==> config.mk <==
export PLATFORM = sky130hd
export DESIGN_NAME = gated_pileup_pulse_counter_flat
export DESIGN_NICKNAME = d
export VERILOG_FILES = /design/src/design/gpc_pkg.sv /design/src/design/gpc_tick_if.sv /design/src/design/gpc_result_if.sv /design/src/design/gpc_cfg_if.sv /design/src/design/gated_pileup_pulse_counter.sv /design/src/flat_wrapper.sv
export SDC_FILE = /design/constraint.sdc
export NUM_CORES = 1
export LEC_CHECK = 0
export BUFFER_PORTS_ARGS = -buffer_cell sky130_fd_sc_hd__buf_2
export CAP_MARGIN = 20
export CELL_PAD_IN_SITES_DETAIL_PLACEMENT = 1
export CELL_PAD_IN_SITES_GLOBAL_PLACEMENT = 2
export CORE_AREA = 2 2 209 211
export CTS_CLUSTER_SIZE = 20
export DETAILED_ROUTE_END_ITERATION = 8
export DIE_AREA = 0 0 211 213
export HOLD_SLACK_MARGIN = 0.06
export PLACE_DENSITY = 0.91
export REMOVE_ABC_BUFFERS = 1
export SYNTH_ARGS = -nofsm -noshare
export SYNTH_HDL_FRONTEND = slang
export SYNTH_SLANG_ARGS = --single-unit
==> constraint.sdc <==
create_clock -name clk_i -period 8.8 [get_ports clk_i]
set_clock_uncertainty 0.15 [all_clocks]
set_input_delay 0.44 -clock clk_i [delete_from_list [all_inputs] [get_ports clk_i]]
set_output_delay 0.44 -clock clk_i [all_outputs]
set_load 0.1 [all_outputs]
==> src/design/gpc_pkg.sv <==
// ----------------------------------------------------------------------------
// gpc_pkg
// Shared types and constants for the gated pile-up pulse counter.
// ----------------------------------------------------------------------------
package gpc_pkg;

  // Number of detector channels in use (1 or 2)
  localparam int unsigned CHANNELS = 2;
  // Channel slots carried on the ports
  localparam int unsigned NumSlots = 2;

  localparam int unsigned CountW   = 24;
  localparam int unsigned TotalW   = 25;
  localparam int unsigned TimerW   = 16;
  localparam int unsigned GateW    = 32;
  localparam int unsigned CfgDataW = 32;
  localparam int unsigned CfgIdxW  = 1;

  localparam logic [TimerW-1:0] StepTicksRst = TimerW'(5500);
  localparam logic [GateW-1:0]  GateTicksRst = GateW'(10000000);

  // Configuration register indexes
  typedef enum logic [CfgIdxW-1:0] {
    CFG_STEP_TICKS = 1'b0,
    CFG_GATE_TICKS = 1'b1
  } cfg_reg_e;

  // One microsecond tick
  typedef struct packed {
    logic start_request;
    logic edge_ch0;
    logic level_ch0;
    logic edge_ch1;
    logic level_ch1;
  } tick_t;

  // One result word
  typedef struct packed {
    logic [CountW-1:0] count_ch0;
    logic [CountW-1:0] count_ch1;
    logic [TotalW-1:0] total_count;
    logic              window_active;
    logic              window_done;
    logic              display_update;
  } result_t;

  // One configuration write
  typedef struct packed {
    cfg_reg_e            index;
    logic [CfgDataW-1:0] data;
  } cfg_t;

endpackage

==> src/design/gpc_tick_if.sv <==
// ----------------------------------------------------------------------------
// gpc_tick_if
// Valid/ready channel carrying one input tick word.
// ----------------------------------------------------------------------------
interface gpc_tick_if;
  import gpc_pkg::*;

  logic  valid;
  logic  ready;
  tick_t data;

  modport source (output valid, output data, input ready);
  modport sink   (input valid, input data, output ready);
endinterface

==> src/design/gpc_result_if.sv <==
// ----------------------------------------------------------------------------
// gpc_result_if
// Valid/ready channel carrying one result word.
// ----------------------------------------------------------------------------
interface gpc_result_if;
  import gpc_pkg::*;

  logic    valid;
  logic    ready;
  result_t data;

  modport source (output valid, output data, input ready);
  modport sink   (input valid, input data, output ready);
endinterface

==> src/design/gpc_cfg_if.sv <==
// ----------------------------------------------------------------------------
// gpc_cfg_if
// Valid/ready write channel for the configuration registers.
// ----------------------------------------------------------------------------
interface gpc_cfg_if;
  import gpc_pkg::*;

  logic valid;
  logic ready;
  cfg_t data;

  modport source (output valid, output data, input ready);
  modport sink   (input valid, input data, output ready);
endinterface

==> src/design/gated_pileup_pulse_counter.sv <==
// ----------------------------------------------------------------------------
// gated_pileup_pulse_counter
// Two-channel gated pulse counter with pile-up correction; one result word
// per tick word.
// ----------------------------------------------------------------------------
//  channel    | dir | word     | meaning
//  tick_i     | in  | tick_t   | start request, edge and level per channel
//  result_o   | out | result_t | counts, total, window status, update flag
//  cfg_i      | in  | cfg_t    | step_ticks / gate_ticks register write
//
// One tick word can be accepted every cycle. Its result word passes through
// the input register, then the single update stage into the result register.
// A result word held by the sink stalls the update stage; the input register
// still takes one word while it is empty.
// Reset clears the window, counts, timers and both pipeline stages and loads
// step_ticks = 5500, gate_ticks = 10000000. Config writes are always ready.
// ----------------------------------------------------------------------------
module gated_pileup_pulse_counter (
  input  logic         clk_i,
  input  logic         rst_ni,
  gpc_tick_if.sink     tick_i,
  gpc_result_if.source result_o,
  gpc_cfg_if.sink      cfg_i
);
  import gpc_pkg::*;

  // configuration
  logic [TimerW-1:0] step_ticks_q;
  logic [GateW-1:0]  gate_ticks_q;

  // pipeline
  logic    in_valid_q;
  tick_t   in_q;
  logic    out_valid_q;
  result_t res_q;
  result_t res_d;
  logic    s2_fire;

  // counter state
  logic                          win_open_q, win_open_d;
  logic [GateW-1:0]              win_elapsed_q, win_elapsed_d;
  logic [NumSlots-1:0][CountW-1:0] cnt_q, cnt_d;
  logic [NumSlots-1:0][TimerW-1:0] pe_q, pe_d;
  logic [NumSlots-1:0]           hc_q, hc_d;

  logic [NumSlots-1:0] edge_v;
  logic [NumSlots-1:0] level_v;

  // handshakes
  assign cfg_i.ready    = 1'b1;
  assign s2_fire        = in_valid_q && (!out_valid_q || result_o.ready);
  assign tick_i.ready   = !in_valid_q || s2_fire;
  assign result_o.valid = out_valid_q;
  assign result_o.data  = res_q;

  assign edge_v  = {in_q.edge_ch1, in_q.edge_ch0};
  assign level_v = {in_q.level_ch1, in_q.level_ch0};

  // write configuration registers
  always_ff @(posedge clk_i or negedge rst_ni) begin
    if (!rst_ni) begin
      step_ticks_q <= StepTicksRst;
      gate_ticks_q <= GateTicksRst;
    end else if (cfg_i.valid) begin
      unique case (cfg_i.data.index)
        CFG_STEP_TICKS: step_ticks_q <= cfg_i.data.data[TimerW-1:0];
        CFG_GATE_TICKS: gate_ticks_q <= cfg_i.data.data[GateW-1:0];
        default: ;
      endcase
    end
  end

  // compute next state and the result word for the tick in the input register
  always_comb begin
    logic [TimerW-1:0] inc;
    logic              hit;
    logic              upd;
    logic              done;
    win_open_d    = win_open_q;
    win_elapsed_d = win_elapsed_q;
    cnt_d         = cnt_q;
    pe_d          = pe_q;
    hc_d          = hc_q;
    upd           = 1'b0;
    done          = 1'b0;
    inc           = '0;
    hit           = 1'b0;

    // open a window: clear counts and timers
    if (!win_open_d && in_q.start_request) begin
      win_open_d    = 1'b1;
      win_elapsed_d = '0;
      cnt_d         = '0;
      pe_d          = '0;
      hc_d          = '0;
      upd           = 1'b1;
    end

    if (win_open_d) begin
      if (win_elapsed_d < gate_ticks_q) begin
        for (int ch = 0; ch < NumSlots; ch++) begin
          hit = 1'b0;
          inc = (pe_d[ch] == '1) ? pe_d[ch] : pe_d[ch] + TimerW'(1);
          if (ch < CHANNELS) begin
            if (edge_v[ch]) begin
              // new pulse: count it and restart the timer
              hit       = 1'b1;
              pe_d[ch]  = '0;
              hc_d[ch]  = 1'b1;
            end else if (hc_d[ch]) begin
              if (level_v[ch]) begin
                // pile-up: each full step_ticks of high level is one more pulse
                if (inc >= step_ticks_q) begin
                  hit      = 1'b1;
                  pe_d[ch] = inc - step_ticks_q;
                end else begin
                  pe_d[ch] = inc;
                end
              end else begin
                hc_d[ch] = 1'b0;
              end
            end
          end
          if (hit) begin
            upd = 1'b1;
            if (cnt_d[ch] != '1) begin
              cnt_d[ch] = cnt_d[ch] + CountW'(1);
            end
          end
        end
        win_elapsed_d = win_elapsed_d + GateW'(1);
      end else begin
        // close the window
        win_open_d = 1'b0;
        done       = 1'b1;
        upd        = 1'b1;
      end
    end

    res_d.count_ch0      = cnt_d[0];
    res_d.count_ch1      = cnt_d[1];
    res_d.total_count    = TotalW'(cnt_d[0]) + TotalW'(cnt_d[1]);
    res_d.window_active  = win_open_d;
    res_d.window_done    = done;
    res_d.display_update = upd;
  end

  // input register and state update
  always_ff @(posedge clk_i or negedge rst_ni) begin
    if (!rst_ni) begin
      in_valid_q    <= 1'b0;
      out_valid_q   <= 1'b0;
      win_open_q    <= 1'b0;
      win_elapsed_q <= '0;
      cnt_q         <= '0;
      pe_q          <= '0;
      hc_q          <= '0;
    end else begin
      if (tick_i.ready) begin
        in_valid_q <= tick_i.valid;
      end
      if (s2_fire) begin
        out_valid_q   <= 1'b1;
        win_open_q    <= win_open_d;
        win_elapsed_q <= win_elapsed_d;
        cnt_q         <= cnt_d;
        pe_q          <= pe_d;
        hc_q          <= hc_d;
      end else if (result_o.ready) begin
        out_valid_q <= 1'b0;
      end
    end
  end

  // payload registers
  always_ff @(posedge clk_i) begin
    if (tick_i.valid && tick_i.ready) begin
      in_q <= tick_i.data;
    end
    if (s2_fire) begin
      res_q <= res_d;
    end
  end

  // a closing tick never reports an open window
  assert property (@(posedge clk_i) disable iff (!rst_ni)
    out_valid_q && res_q.window_done |-> !res_q.window_active)
    else $error("window_done with window_active");

  // a closing tick always flags a display update
  assert property (@(posedge clk_i) disable iff (!rst_ni)
    out_valid_q && res_q.window_done |-> res_q.display_update)
    else $error("window_done without display_update");

  // the total matches the two channel counts
  assert property (@(posedge clk_i) disable iff (!rst_ni)
    out_valid_q |->
      res_q.total_count == TotalW'(res_q.count_ch0) + TotalW'(res_q.count_ch1))
    else $error("total_count mismatch");

  // a start on a closed window either opens it or opens and closes it
  assert property (@(posedge clk_i) disable iff (!rst_ni)
    s2_fire && !win_open_q && in_q.start_request |=>
      res_q.window_active || res_q.window_done)
    else $error("start request did not open a window");

  // the state only moves when a result is written
  assert property (@(posedge clk_i) disable iff (!rst_ni)
    !s2_fire |=> $stable(win_elapsed_q) && $stable(cnt_q))
    else $error("state changed without a tick");

endmodule
==> src/flat_wrapper.sv <==
// flat-port wrapper written by rule: the top's interface ports become plain ports
module gated_pileup_pulse_counter_flat import gpc_pkg::*;
  (clk_i, rst_ni, tick_i_valid, tick_i_data, tick_i_ready, result_o_valid, result_o_data, result_o_ready, cfg_i_valid, cfg_i_data, cfg_i_ready);
  gpc_tick_if tick_i_i ();
  gpc_result_if result_o_i ();
  gpc_cfg_if cfg_i_i ();
  input  logic clk_i;
  input  logic rst_ni;
  input wire logic [$bits(tick_i_i.valid)-1:0] tick_i_valid;
  input wire logic [$bits(tick_i_i.data)-1:0] tick_i_data;
  output wire logic [$bits(tick_i_i.ready)-1:0] tick_i_ready;
  output wire logic [$bits(result_o_i.valid)-1:0] result_o_valid;
  output wire logic [$bits(result_o_i.data)-1:0] result_o_data;
  input wire logic [$bits(result_o_i.ready)-1:0] result_o_ready;
  input wire logic [$bits(cfg_i_i.valid)-1:0] cfg_i_valid;
  input wire logic [$bits(cfg_i_i.data)-1:0] cfg_i_data;
  output wire logic [$bits(cfg_i_i.ready)-1:0] cfg_i_ready;
  assign tick_i_i.valid = tick_i_valid;
  assign tick_i_i.data = tick_i_data;
  assign tick_i_ready = tick_i_i.ready;
  assign result_o_valid = result_o_i.valid;
  assign result_o_data = result_o_i.data;
  assign result_o_i.ready = result_o_ready;
  assign cfg_i_i.valid = cfg_i_valid;
  assign cfg_i_i.data = cfg_i_data;
  assign cfg_i_ready = cfg_i_i.ready;
  gated_pileup_pulse_counter u_core (.clk_i(clk_i), .rst_ni(rst_ni), .tick_i(tick_i_i), .result_o(result_o_i), .cfg_i(cfg_i_i));
endmodule
==> impl_metrics.toml, run 1 <==
[route]
drt_wl_total_um = 53000
route.vias.total = 14600
met3_length_um = 2150
maxUsedRoutingLayer = "met4"
met2WireLength_um = 25700
number_of_nets_still_failing_antenna_checks_after_routing = 0
wl_met1_um = 23100
drt_iter0_drc = 902
detailedRoute.firstPassIterationCount = 6
route.detailed.wl_per_inst_um = 21.3
viasPerCell = 5.88
route.detailed.drc = 0

[power]
vdd_drop_max_mv = 0.161
p_int_mw = 2.60
p_leak_nw = 7.99
combinationalPowerShare_pct = 35.7
pwr-share-clk_pct = 29.9
powerDensity_mw_per_mm2 = 229
seq_power_share_pct = 34.3
net_sw_power_mw = 1.77
netSwitchingFraction_pct = 40.6

[timing]
hold_viol = 0
setup_viol = 0
max-slew-margin-rel_pct = 33.9
period_minus_slack_ns = 8.27
worst-slew-pin-transition_ns = 0.966
rsz_0062_raised_after_global_routing = "false"
postLayoutSetupSlackWorst_ns = 0.534
fmaxAchievable_mhz = 121
final_min_period_over_clock_period_pct = 93.9
slew_viol_final = 0
finalSetupTns_ns = 0

[synth]
mean_instance_size_in_the_synthesized_netlist_um2 = 9.21
synth.yosys.seq_area_share_pct = 40.1
synth.top_cells.by_area = "sky130_fd_sc_hd__dfrtp_1, sky130_fd_sc_hd__edfxtp_1, sky130_fd_sc_hd__ha_1"
post_synth_top_area_share_pct = 22.7
synth.largest_area_cell = "sky130_fd_sc_hd__dfrtp_1"
synth_async_sr_flop_share_pct = 67.1
synth_top_flop_cell = "sky130_fd_sc_hd__dfrtp_1"
synthCells = 1783
netlist-cell-type-count = 92
synth-warning-count = 0
synth-edff-count = 81
yosys_register_bits = 246
synthesis.area_mm2 = 0.0164

[grt]
grt_start_max_net_pins = 72
grt.total_usage_pct = 23.4
grt_first_pass_wirelength_um = 83800
grt_antenna_before_repair = 0
grt_overflow_total = 0
grt_pass1_vias = 15300

[final_layout]
ratio_of_cells_with_drive_above_1_in_the_final_layout_pct = 15.4
num_antenna_cells = 0
layout_common_cells = "sky130_fd_sc_hd__nand2_1, sky130_fd_sc_hd__dfrtp_1, sky130_fd_sc_hd__buf_2"
area_growth_pct = 16.0
final_design_area_no_fill_mm2 = 0.0191
final_nets = 2059
layout.cells.most_common = "sky130_fd_sc_hd__nand2_1"

[critical_path]
cp-end-kind = "flip-flop"
worst_path_largest_cell_delay_ns = 0.70
worstRegToRegCells = 27
crit_required_ns = 8.98
timing_worst_setup_path_type = "flip-flop to flip-flop"
sort_of_element_at_the_start_of_the_critical_path = "flip-flop"
critical_path.max_fanout = 28
timing.critical_path.mode_cell = "sky130_fd_sc_hd__ha_1"
timing.reg2reg.setup_slack_ns = 0.53
worst-endpoint-arrival_ns = 8.44
cp_slowest_cell = "sky130_fd_sc_hd__o32ai_1"
regToRegStartpoint = "u_core.win_open_q$_DFFE_PN0P_"
critical_path.reg2reg.endpoint = "u_core.result_o.data[25]$_DFFE_PP_"

[placed_design]
routabilityCongestion = 0.915
numPortBuffers = 120
placement.cell_area_mm2 = 0.0176
dp.final_hpwl_um = 38300
preCtsSetupSlack_ns = 0.497

[floorplan]
y_dimension_of_the_die_um = 213
ioPinCount = 122
chipWidth_um = 211
floorplan.core_area_mm2 = 0.0427
die_area_mm2 = 0.0449
initial_utilization_pct = 38.5
fp-row-count = 76

[clocking]
numCtsBuffers = 29
worstSkewPairLatency_ns = 0.58
cts.reportedPaths.clkPinSlew_ns = 0.07
cts.repair_timing.setup_buffer_count = 0
cts_root_buffer = "sky130_fd_sc_hd__clkbuf_16"
numClockSinks = 246
htreeDepth = 1
cts_max_path_buffers = 3
tritoncts = "yes"

[job]
max_cap_violations = 0

[min_path]
min_delay_worst_endpoint = "u_core.step_ticks_q[15]$_DFFE_PN0P_"
worst_hold_path.num_cells = 4
worstHoldStart = "cfg_i_data[32]"
kind_of_path_behind_the_tightest_hold_check = "input port to flip-flop"

[outcome]
run_status = "complete, no violations"
[Yosys cell counts, types with 43 or more instances]
cell type / instances
sky130_fd_sc_hd__a21oi_1: 77
sky130_fd_sc_hd__clkbuf_1: 53
sky130_fd_sc_hd__dfrtp_1: 149
sky130_fd_sc_hd__edfxtp_1: 81
sky130_fd_sc_hd__ha_1: 92
sky130_fd_sc_hd__inv_1: 94
sky130_fd_sc_hd__nand2_1: 213
sky130_fd_sc_hd__nand3_1: 59
sky130_fd_sc_hd__nand4_1: 43
sky130_fd_sc_hd__nor2_1: 118
sky130_fd_sc_hd__nor3_1: 47
sky130_fd_sc_hd__o21ai_0: 97
sky130_fd_sc_hd__xnor2_1: 78
[worst max-delay path, delay by kind of cell (launching register included)]
kind / cells / cell delay [ns]
AOI/OAI and AO/OA: 10 / 3.25
xor gates and xnor gates: 3 / 0.45
adders and majority gates: 3 / 0.75
buffers and inverters: 1 / 0.09
DFF: 1 / 0.44
and+or+nand+nor: 10 / 2.86
[layer usage]
layer | global-route usage [%] | vias to the layer above
li1 | - | 6813
met4 | 9.37 | 0
met5 | 0 | -
met3 | 2.93 | 108
met1 | 29.8 | 7385
met2 | 40.6 | 342
[layout make-up]
class | instances | area, um^2
clock buffers | 34 | 786
clock inverters | 20 | 240
fillers | 4928 | 23600
inverters | 95 | 359
multi-input cells | 1364 | 9200
flip-flops and latches | 246 | 6580
well taps | 546 | 683
repair buffers | 185 | 1200
[stage by stage]
| stage | power [mW] | hold WS (ns) | utilization [%] | std cells |
|---|---|---|---|---|
| floorplan | 2.64 | -0.00559 | - | 1705 |
| global placement | 3.00 | 0.193 | 41.2 | 2394 |
| detailed placement | 3.06 | 0.188 | 41.2 | 2394 |
| CTS | 4.39 | 0.186 | 44.6 | 2489 |
| global route | 4.58 | 0.101 | 44.6 | 2490 |
| finish | 4.37 | 0.0961 | 44.6 | 2490 |
[power by group through the flow]
stage	Combinational [mW]	Sequential, mW	Clock [mW]
floorplan	0.782	1.85	0
global placement	1.49	1.51	0
detailed placement	1.54	1.52	0
CTS	1.56	1.50	1.33
global route	1.69	1.52	1.37
finish	1.56	1.50	1.31
[logic make-up (layout without fill, tap and decap cells)]
kind of cell             count (synthesis)  after routing  synth area share [%]
multiplexers                            58             58                  3.83
flip-flops                             246            246                  40.1
other                                    1              1                0.0228
XOR/XNOR                               117            117                  6.24
adder cells (fa/ha/maj)                 95             95                  7.37
AND/OR/NAND/NOR                        683            683                  21.4
AO/OA/AOI/OAI                          410            410                  17.0
buffers and inverters                  173            334                  4.12
[timing repair]
item	4_1_cts	5_1_grt
hold buffers	41	0
resized for setup	0	1
setup endpoints to repair	0	7
endpoints found under the hold margin	83	0
[registers in the layout, summed over array words and instances (netlist names), 2 cells and up]
signal and cells:
u_core.cnt_q 48, u_core.pe_q 32, u_core.hc_q 2, u_core.win_elapsed_q 32
u_core.step_ticks_q 16, u_core.result_o.data 76, u_core.gate_ticks_q 32, u_core.edge_v 2
u_core.in_q 3
[worst max path at each step]
| stage | depth (start not counted) | startpoint | slack, ns | endpoint |
|---|---|---|---|---|
| floorplan | 21 | u_core.win_open_q$_DFFE_PN0P_ | 0.30 | u_core.result_o.data[23]$_DFFE_PP_ |
| global placement | 27 | u_core.win_open_q$_DFFE_PN0P_ | 0.85 | u_core.result_o.data[27]$_DFFE_PP_ |
| detailed placement | 27 | u_core.win_open_q$_DFFE_PN0P_ | 0.50 | u_core.result_o.data[25]$_DFFE_PP_ |
| CTS | 25 | u_core.win_open_q$_DFFE_PN0P_ | 0.37 | u_core.result_o.data[25]$_DFFE_PP_ |
| global route | 28 | u_core.win_open_q$_DFFE_PN0P_ | 0.01 | u_core.result_o.data[25]$_DFFE_PP_ |
| finish | 27 | u_core.win_open_q$_DFFE_PN0P_ | 0.53 | u_core.result_o.data[25]$_DFFE_PP_ |
Power figures use the tool's default switching activity.
==> run 2, diff against run 1 <==
--- a/config.mk
+++ b/config.mk
@@ -9,12 +9,13 @@
 export CAP_MARGIN = 20
 export CELL_PAD_IN_SITES_DETAIL_PLACEMENT = 1
 export CELL_PAD_IN_SITES_GLOBAL_PLACEMENT = 2
-export CORE_AREA = 2 2 209 211
+export CORE_AREA = 2 2 206 208
+export CTS_BUF_LIST = sky130_fd_sc_hd__clkbuf_4 sky130_fd_sc_hd__clkbuf_8
 export CTS_CLUSTER_SIZE = 20
 export DETAILED_ROUTE_END_ITERATION = 8
-export DIE_AREA = 0 0 211 213
+export DIE_AREA = 0 0 208 210
 export HOLD_SLACK_MARGIN = 0.06
-export PLACE_DENSITY = 0.91
+export PLACE_DENSITY = 0.94
 export REMOVE_ABC_BUFFERS = 1
 export SYNTH_ARGS = -nofsm -noshare
 export SYNTH_HDL_FRONTEND = slang
==> run 2 against run 1 <==
Effect of this change:
- highest routed layer unchanged
- critical endpoint is now u_core.result_o.data[23]$_DFFE_PP_
- cell area shrank 0.44%
- critical path depth grew 1
- largest cell class unchanged
- first-iteration DRC count grew 3.5%
==> impl_metrics.toml, run 2 (synthesis gave the netlist of run 1 again) <==
[grt]
grt_start_max_net_pins = 65
grt_overflow_total = 0
grt.total_usage_pct = 24.0
grt_antenna_before_repair = 1
grt_pass1_vias = 15600
grt_first_pass_wirelength_um = 84700

[route]
met3_length_um = 2040
route.detailed.wl_per_inst_um = 20.9
detailedRoute.firstPassIterationCount = 5
route.detailed.drc = 0
wl_met1_um = 23400
viasPerCell = 5.80
maxUsedRoutingLayer = "met4"
drt_iter0_drc = 934
number_of_nets_still_failing_antenna_checks_after_routing = 0
route.vias.total = 14600
drt_wl_total_um = 52500
met2WireLength_um = 25500

[clocking]
tritoncts = "yes"
numClockSinks = 246
htreeDepth = 2
ctsResizeCount = 0
cts_max_path_buffers = 3
worstSkewPairLatency_ns = 0.62
cts.repair_timing.setup_buffer_count = 0
cts_root_buffer = "sky130_fd_sc_hd__clkbuf_8"
numCtsBuffers = 45
cts.reportedPaths.clkPinSlew_ns = 0.07

[critical_path]
timing.critical_path.mode_cell = "sky130_fd_sc_hd__ha_1"
critical_path.reg2reg.endpoint = "u_core.result_o.data[23]$_DFFE_PP_"
timing.reg2reg.setup_slack_ns = 0.74
worst_path_largest_cell_delay_ns = 0.71
timing_worst_setup_path_type = "flip-flop to flip-flop"
regToRegStartpoint = "u_core.win_open_q$_DFFE_PN0P_"
cp-end-kind = "flip-flop"
crit_buf_inv = 2
worstRegToRegCells = 28
critical_path.max_fanout = 10
cp_top_family = "compound AO/OA/AOI/OAI gates"
worst-endpoint-arrival_ns = 8.27
crit_required_ns = 9.01
worst-path-stages = 28
sort_of_element_at_the_start_of_the_critical_path = "flip-flop"
cp_slowest_cell = "sky130_fd_sc_hd__o32ai_1"

[placed_design]
dpl.cell_count = 2388
numPortBuffers = 120
dp.final_hpwl_um = 37400
routabilityCongestion = 0.908
placement.cell_area_mm2 = 0.0176

[floorplan]
ioPinCount = 122
fp-row-count = 75
initial_utilization_pct = 39.6
y_dimension_of_the_die_um = 210
die_area_mm2 = 0.0437
chipWidth_um = 208
floorplan.core_area_mm2 = 0.0415

[timing]
setup_viol = 0
max-slew-margin-rel_pct = 23.1
fmaxAchievable_mhz = 124
worst-slew-pin-transition_ns = 1.12
slew_viol_final = 0
final_min_period_over_clock_period_pct = 91.5
hold_viol = 0
finalSetupTns_ns = 0
rsz_0062_raised_after_global_routing = "false"
period_minus_slack_ns = 8.06

[power]
p_leak_nw = 8.01
power_mw = 4.25
vdd_drop_max_mv = 0.176
powerDensity_mw_per_mm2 = 224

[final_layout]
area_growth_pct = 15.5
fillerInstances = 4831
final_nets = 2075
ratio_of_cells_with_drive_above_1_in_the_final_layout_pct = 16.5
finish.cell_count_without_fillers = 2514
final_design_area_no_fill_mm2 = 0.0190
layout_common_cells = "sky130_fd_sc_hd__nand2_1, sky130_fd_sc_hd__dfrtp_1, sky130_fd_sc_hd__buf_2"
largest_register_ff_count = 76
layout.cells.most_common = "sky130_fd_sc_hd__nand2_1"

[min_path]
worstHoldStart = "cfg_i_data[32]"
min_delay_worst_endpoint = "u_core.step_ticks_q[2]$_DFFE_PN1P_"
worst_hold_path.num_cells = 5
kind_of_path_behind_the_tightest_hold_check = "input port to flip-flop"

[job]
max_cap_violations = 0

[outcome]
run_status = "complete, no violations"
==> run 2: final cells by class <==
cell class | count | area (um^2) | area share, %
Inverter | 95 | 359 | 1.89
Antenna cell | 1 | 2.50 | 0.0132
Timing Repair Buffer | 185 | 1200 | 6.31
Tap cell | 539 | 674 | 3.55
Clock inverter | 17 | 131 | 0.692
Multi-Input combinational cell | 1364 | 9200 | 48.5
Clock buffer | 67 | 828 | 4.37
Sequential cell | 246 | 6580 | 34.7
==> run 2: stage by stage <==
step	setup WS [ns]	hold slack (ns)	utilization [%]
global placement	1.17	0.321	42.4
global route	0.240	0.262	45.7
finish	0.744	0.242	45.7
detailed placement	0.868	0.329	42.4
floorplan	0.295	-0.00559	-
CTS	0.783	0.193	45.7
==> run 2: worst max path at each step <==
stage                                  startpoint                                  to  slack [ns]
finish              u_core.win_open_q$_DFFE_PN0P_  u_core.result_o.data[23]$_DFFE_PP_        0.74
global route        u_core.win_open_q$_DFFE_PN0P_  u_core.result_o.data[23]$_DFFE_PP_        0.24
CTS                 u_core.win_open_q$_DFFE_PN0P_  u_core.result_o.data[27]$_DFFE_PP_        0.78
detailed placement  u_core.win_open_q$_DFFE_PN0P_  u_core.result_o.data[27]$_DFFE_PP_        0.87
global placement    u_core.win_open_q$_DFFE_PN0P_  u_core.result_o.data[27]$_DFFE_PP_        1.17
floorplan           u_core.win_open_q$_DFFE_PN0P_  u_core.result_o.data[23]$_DFFE_PP_        0.30
==> run 2: report_power, final <==
group          internal [mW]  total (mW)  leakage, nW  switching, mW
Clock                  0.663        1.19        0.514          0.525
Sequential              1.37        1.50         2.87          0.129
Combinational          0.463        1.56         4.63           1.10
==> run 2: tightest hold or removal path, cell delays in order <==
cell,delay (ns)
sky130_fd_sc_hd__buf_2,0.09
sky130_fd_sc_hd__nor2b_2,0.04
sky130_fd_sc_hd__buf_4,0.23
sky130_fd_sc_hd__nand2_1,0.10
sky130_fd_sc_hd__o21ai_0,0.07
==> run 2: routing by layer <==
metal / vias to the layer above / GRT usage [%]
met5: - / 0
met4: 0 / 9.46
met3: 90 / 3.01
met2: 338 / 41.1
met1: 7327 / 31.0
li1: 6826 / -
==> run 2: what timing repair did <==
item                       4_1_cts  5_1_grt
hold endpoints to repair       113        0
hold buffers                    41        0
setup endpoints to repair        0        0
==> run 3, diff against run 2 <==
--- a/config.mk
+++ b/config.mk
@@ -5,15 +5,16 @@
 export SDC_FILE = /design/constraint.sdc
 export NUM_CORES = 1
 export LEC_CHECK = 0
+export ABC_AREA = 1
 export BUFFER_PORTS_ARGS = -buffer_cell sky130_fd_sc_hd__buf_2
 export CAP_MARGIN = 20
 export CELL_PAD_IN_SITES_DETAIL_PLACEMENT = 1
 export CELL_PAD_IN_SITES_GLOBAL_PLACEMENT = 2
-export CORE_AREA = 2 2 206 208
+export CORE_AREA = 2 2 231 233
 export CTS_BUF_LIST = sky130_fd_sc_hd__clkbuf_4 sky130_fd_sc_hd__clkbuf_8
 export CTS_CLUSTER_SIZE = 20
 export DETAILED_ROUTE_END_ITERATION = 8
-export DIE_AREA = 0 0 208 210
+export DIE_AREA = 0 0 233 235
 export HOLD_SLACK_MARGIN = 0.06
 export PLACE_DENSITY = 0.94
 export REMOVE_ABC_BUFFERS = 1
==> run 3 against run 2 <==
Effect of this change:
- clock power hardly changed
- largest power group unchanged
- global-route usage increased by 0.12 points
- die area increased by 25%
- via count is 30% higher
- sequential share of layout area shrank 3.7 points
- count of clock-buffer cells in the layout grew 9
- synthesized cell count rose by 54%
- sequential power rose by 6%
- cell area increased by 12%
- combinational power is 83% higher
- register-to-register slack better by 0.50 ns
==> impl_metrics.toml, run 3 <==
[floorplan]
floorplan.core_area_mm2 = 0.0522
fp-row-count = 84
die_area_mm2 = 0.0548
y_dimension_of_the_die_um = 235
initial_utilization_pct = 35.7
ioPinCount = 122
chipWidth_um = 233

[grt]
grt_antenna_before_repair = 0
grt.total_usage_pct = 24.1
grt_pass1_vias = 20300
grt_overflow_total = 0
grt_first_pass_wirelength_um = 107000
grt_start_max_net_pins = 114

[final_layout]
layout.cells.most_common = "sky130_fd_sc_hd__nand2_1"
multi_input_area_mm2 = 0.0103
fillerInstances = 6769
layout_common_cells = "sky130_fd_sc_hd__nand2_1, sky130_fd_sc_hd__inv_1, sky130_fd_sc_hd__nand3_1"
ratio_of_cells_with_drive_above_1_in_the_final_layout_pct = 10.3
finish.cell_count_without_fillers = 3617
seqCellArea_mm2 = 0.00658
largest_register_ff_count = 76
area_growth_pct = 13.9
num_antenna_cells = 0
utilization_pct = 40.7
final_nets = 3027

[clocking]
htreeDepth = 2
cts_root_buffer = "sky130_fd_sc_hd__clkbuf_8"
cts_max_path_buffers = 3
worstSkewPairLatency_ns = 0.65
numCtsBuffers = 49
ctsResizeCount = 0
cts_hold_buffers = 42
tritoncts = "yes"
cts.reportedPaths.clkPinSlew_ns = 0.07
cts.repair_timing.setup_buffer_count = 0
numClockSinks = 246

[critical_path]
regToRegStartpoint = "u_core.win_open_q$_DFFE_PN0P_"
worst_path_largest_cell_delay_ns = 0.51
critical_path.reg2reg.endpoint = "u_core.result_o.data[26]$_DFFE_PP_"
crit_required_ns = 9.05
cp-end-kind = "flip-flop"
timing_worst_setup_path_type = "flip-flop to flip-flop"
sort_of_element_at_the_start_of_the_critical_path = "flip-flop"
cp_slowest_cell = "sky130_fd_sc_hd__nand2_1"
timing.critical_path.mode_cell = "sky130_fd_sc_hd__nand2_1"
worst-endpoint-arrival_ns = 7.80
critical_path.max_fanout = 20
timing.reg2reg.setup_slack_ns = 1.25
worstRegToRegCells = 38

[synth]
synth_async_sr_flop_share_pct = 67.1
post_synth_top_area_share_pct = 20.0
synth-warning-count = 0
mean_instance_size_in_the_synthesized_netlist_um2 = 6.78
synth.largest_area_cell = "sky130_fd_sc_hd__dfrtp_1"
synthesis.area_mm2 = 0.0187
netlist-cell-type-count = 49
yosysMostFrequentCell = "sky130_fd_sc_hd__nand2_1"
synth_top_flop_cell = "sky130_fd_sc_hd__dfrtp_1"
synthCells = 2751
yosys_register_bits = 246
synth_commonest_cells = "sky130_fd_sc_hd__nand2_1, sky130_fd_sc_hd__inv_1, sky130_fd_sc_hd__nand3_1, sky130_fd_sc_hd__nor2_1, sky130_fd_sc_hd__dfrtp_1"
synth-edff-count = 81
synth.yosys.seq_area_share_pct = 35.3
synth.top_cells.by_area = "sky130_fd_sc_hd__dfrtp_1, sky130_fd_sc_hd__nand2_1, sky130_fd_sc_hd__edfxtp_1"

[timing]
setup_viol = 0
max-slew-margin-rel_pct = 31.1
rsz_0062_raised_after_global_routing = "false"
fin_worst_hold_slack_ns = 0.171
fmaxAchievable_mhz = 132
period_minus_slack_ns = 7.55
finalSetupTns_ns = 0
slew_viol_final = 0
worst-slew-pin-transition_ns = 1.03
hold_viol = 0
final_min_period_over_clock_period_pct = 85.8

[power]
net_sw_power_mw = 2.82
p_int_mw = 2.84
p_leak_nw = 10.8
seq_power_share_pct = 28.1
pwr-share-clk_pct = 21.4
vdd_drop_max_mv = 0.131
netSwitchingFraction_pct = 49.8
powerDensity_mw_per_mm2 = 266
combinationalPowerShare_pct = 50.6

[placed_design]
dpl.cell_count = 3483
numPortBuffers = 120
dp.final_hpwl_um = 48200
routabilityCongestion = 0.892

[route]
route.vias.total = 19000
route.detailed.wl_per_inst_um = 18.2
number_of_nets_still_failing_antenna_checks_after_routing = 0
drt_wl_total_um = 65600
drt_iter0_drc = 1157
route.detailed.drc = 0
detailedRoute.firstPassIterationCount = 5
viasPerCell = 5.25

[job]
max_cap_violations = 0

[outcome]
run_status = "complete, no violations"

[min_path]
kind_of_path_behind_the_tightest_hold_check = "input port to asynchronous set/reset pin"
-- run 3: per-stage QoR --
stage	power, mW	setup slack (ns)	area [um^2]
final	5.66	1.25	21300
after global routing	6.09	0.626	21300
after CTS	5.68	1.29	21200
after detailed placement	4.44	1.33	19800
after global placement	4.34	1.74	19800
after floorplan	3.63	1.16	18200
-- run 3: worst max-delay path by stage --
stage	start	end	slack, ns	cells after the start
floorplan	u_core.in_q[4]$_DFFE_PP_	u_core.result_o.data[24]$_DFFE_PP_	1.16	25
global placement	u_core.win_open_q$_DFFE_PN0P_	u_core.result_o.data[24]$_DFFE_PP_	1.74	38
detailed placement	u_core.win_open_q$_DFFE_PN0P_	u_core.result_o.data[23]$_DFFE_PP_	1.33	34
CTS	u_core.win_open_q$_DFFE_PN0P_	u_core.result_o.data[23]$_DFFE_PP_	1.29	34
global route	u_core.win_open_q$_DFFE_PN0P_	u_core.result_o.data[23]$_DFFE_PP_	0.63	34
finish	u_core.win_open_q$_DFFE_PN0P_	u_core.result_o.data[26]$_DFFE_PP_	1.25	38
-- run 3: final cells by class --
type | instances | share of cell area [%]
timing repair buffer | 182 | 5.63
multi-input combinational | 2046 | 48.2
clock inverter | 15 | 0.388
inverter | 364 | 6.45
clock buffer | 76 | 4.27
sequential | 246 | 31.0
tap | 688 | 4.05
-- run 3: critical path: cells and delay by family (launching register included) --
kind	cells	cell delay [ns]
flip-flops	1	0.43
adder cells (fa/ha/maj)	4	1.24
AND/OR/NAND/NOR	22	3.78
XOR/XNOR	1	0.15
buffers and inverters	7	0.61
AO/OA/AOI/OAI	4	0.90
-- run 3: layer usage --
layer	up-vias	GRT usage, %	part of all wire, %
li1	9171	-	-
met1	9357	30.9	44
met2	332	42.6	50
met3	113	2.69	3.3
met4	0	7.10	2.5
met5	-	0	0
-- run 3: cells by family (layout without fill, tap and decap cells) --
family          Yosys count  in the layout  share of synthesized area [%]
simple gates           1639           1639                           38.2
buf+inv                 459            637                           9.94
compound gates          264            264                           7.83
flops                   246            246                           35.3
fa+ha+maj                95             95                           6.49
xor+xnor                 47             47                           2.21
other cells               1              1                         0.0201
-- run 3: power groups by stage --
stage	clock network, mW	registers (mW)	logic, mW
finish	1.21	1.59	2.86
global route	1.29	1.61	3.18
CTS	1.24	1.59	2.86
detailed placement	0	1.60	2.83
global placement	0	1.60	2.74
floorplan	0	2.00	1.63
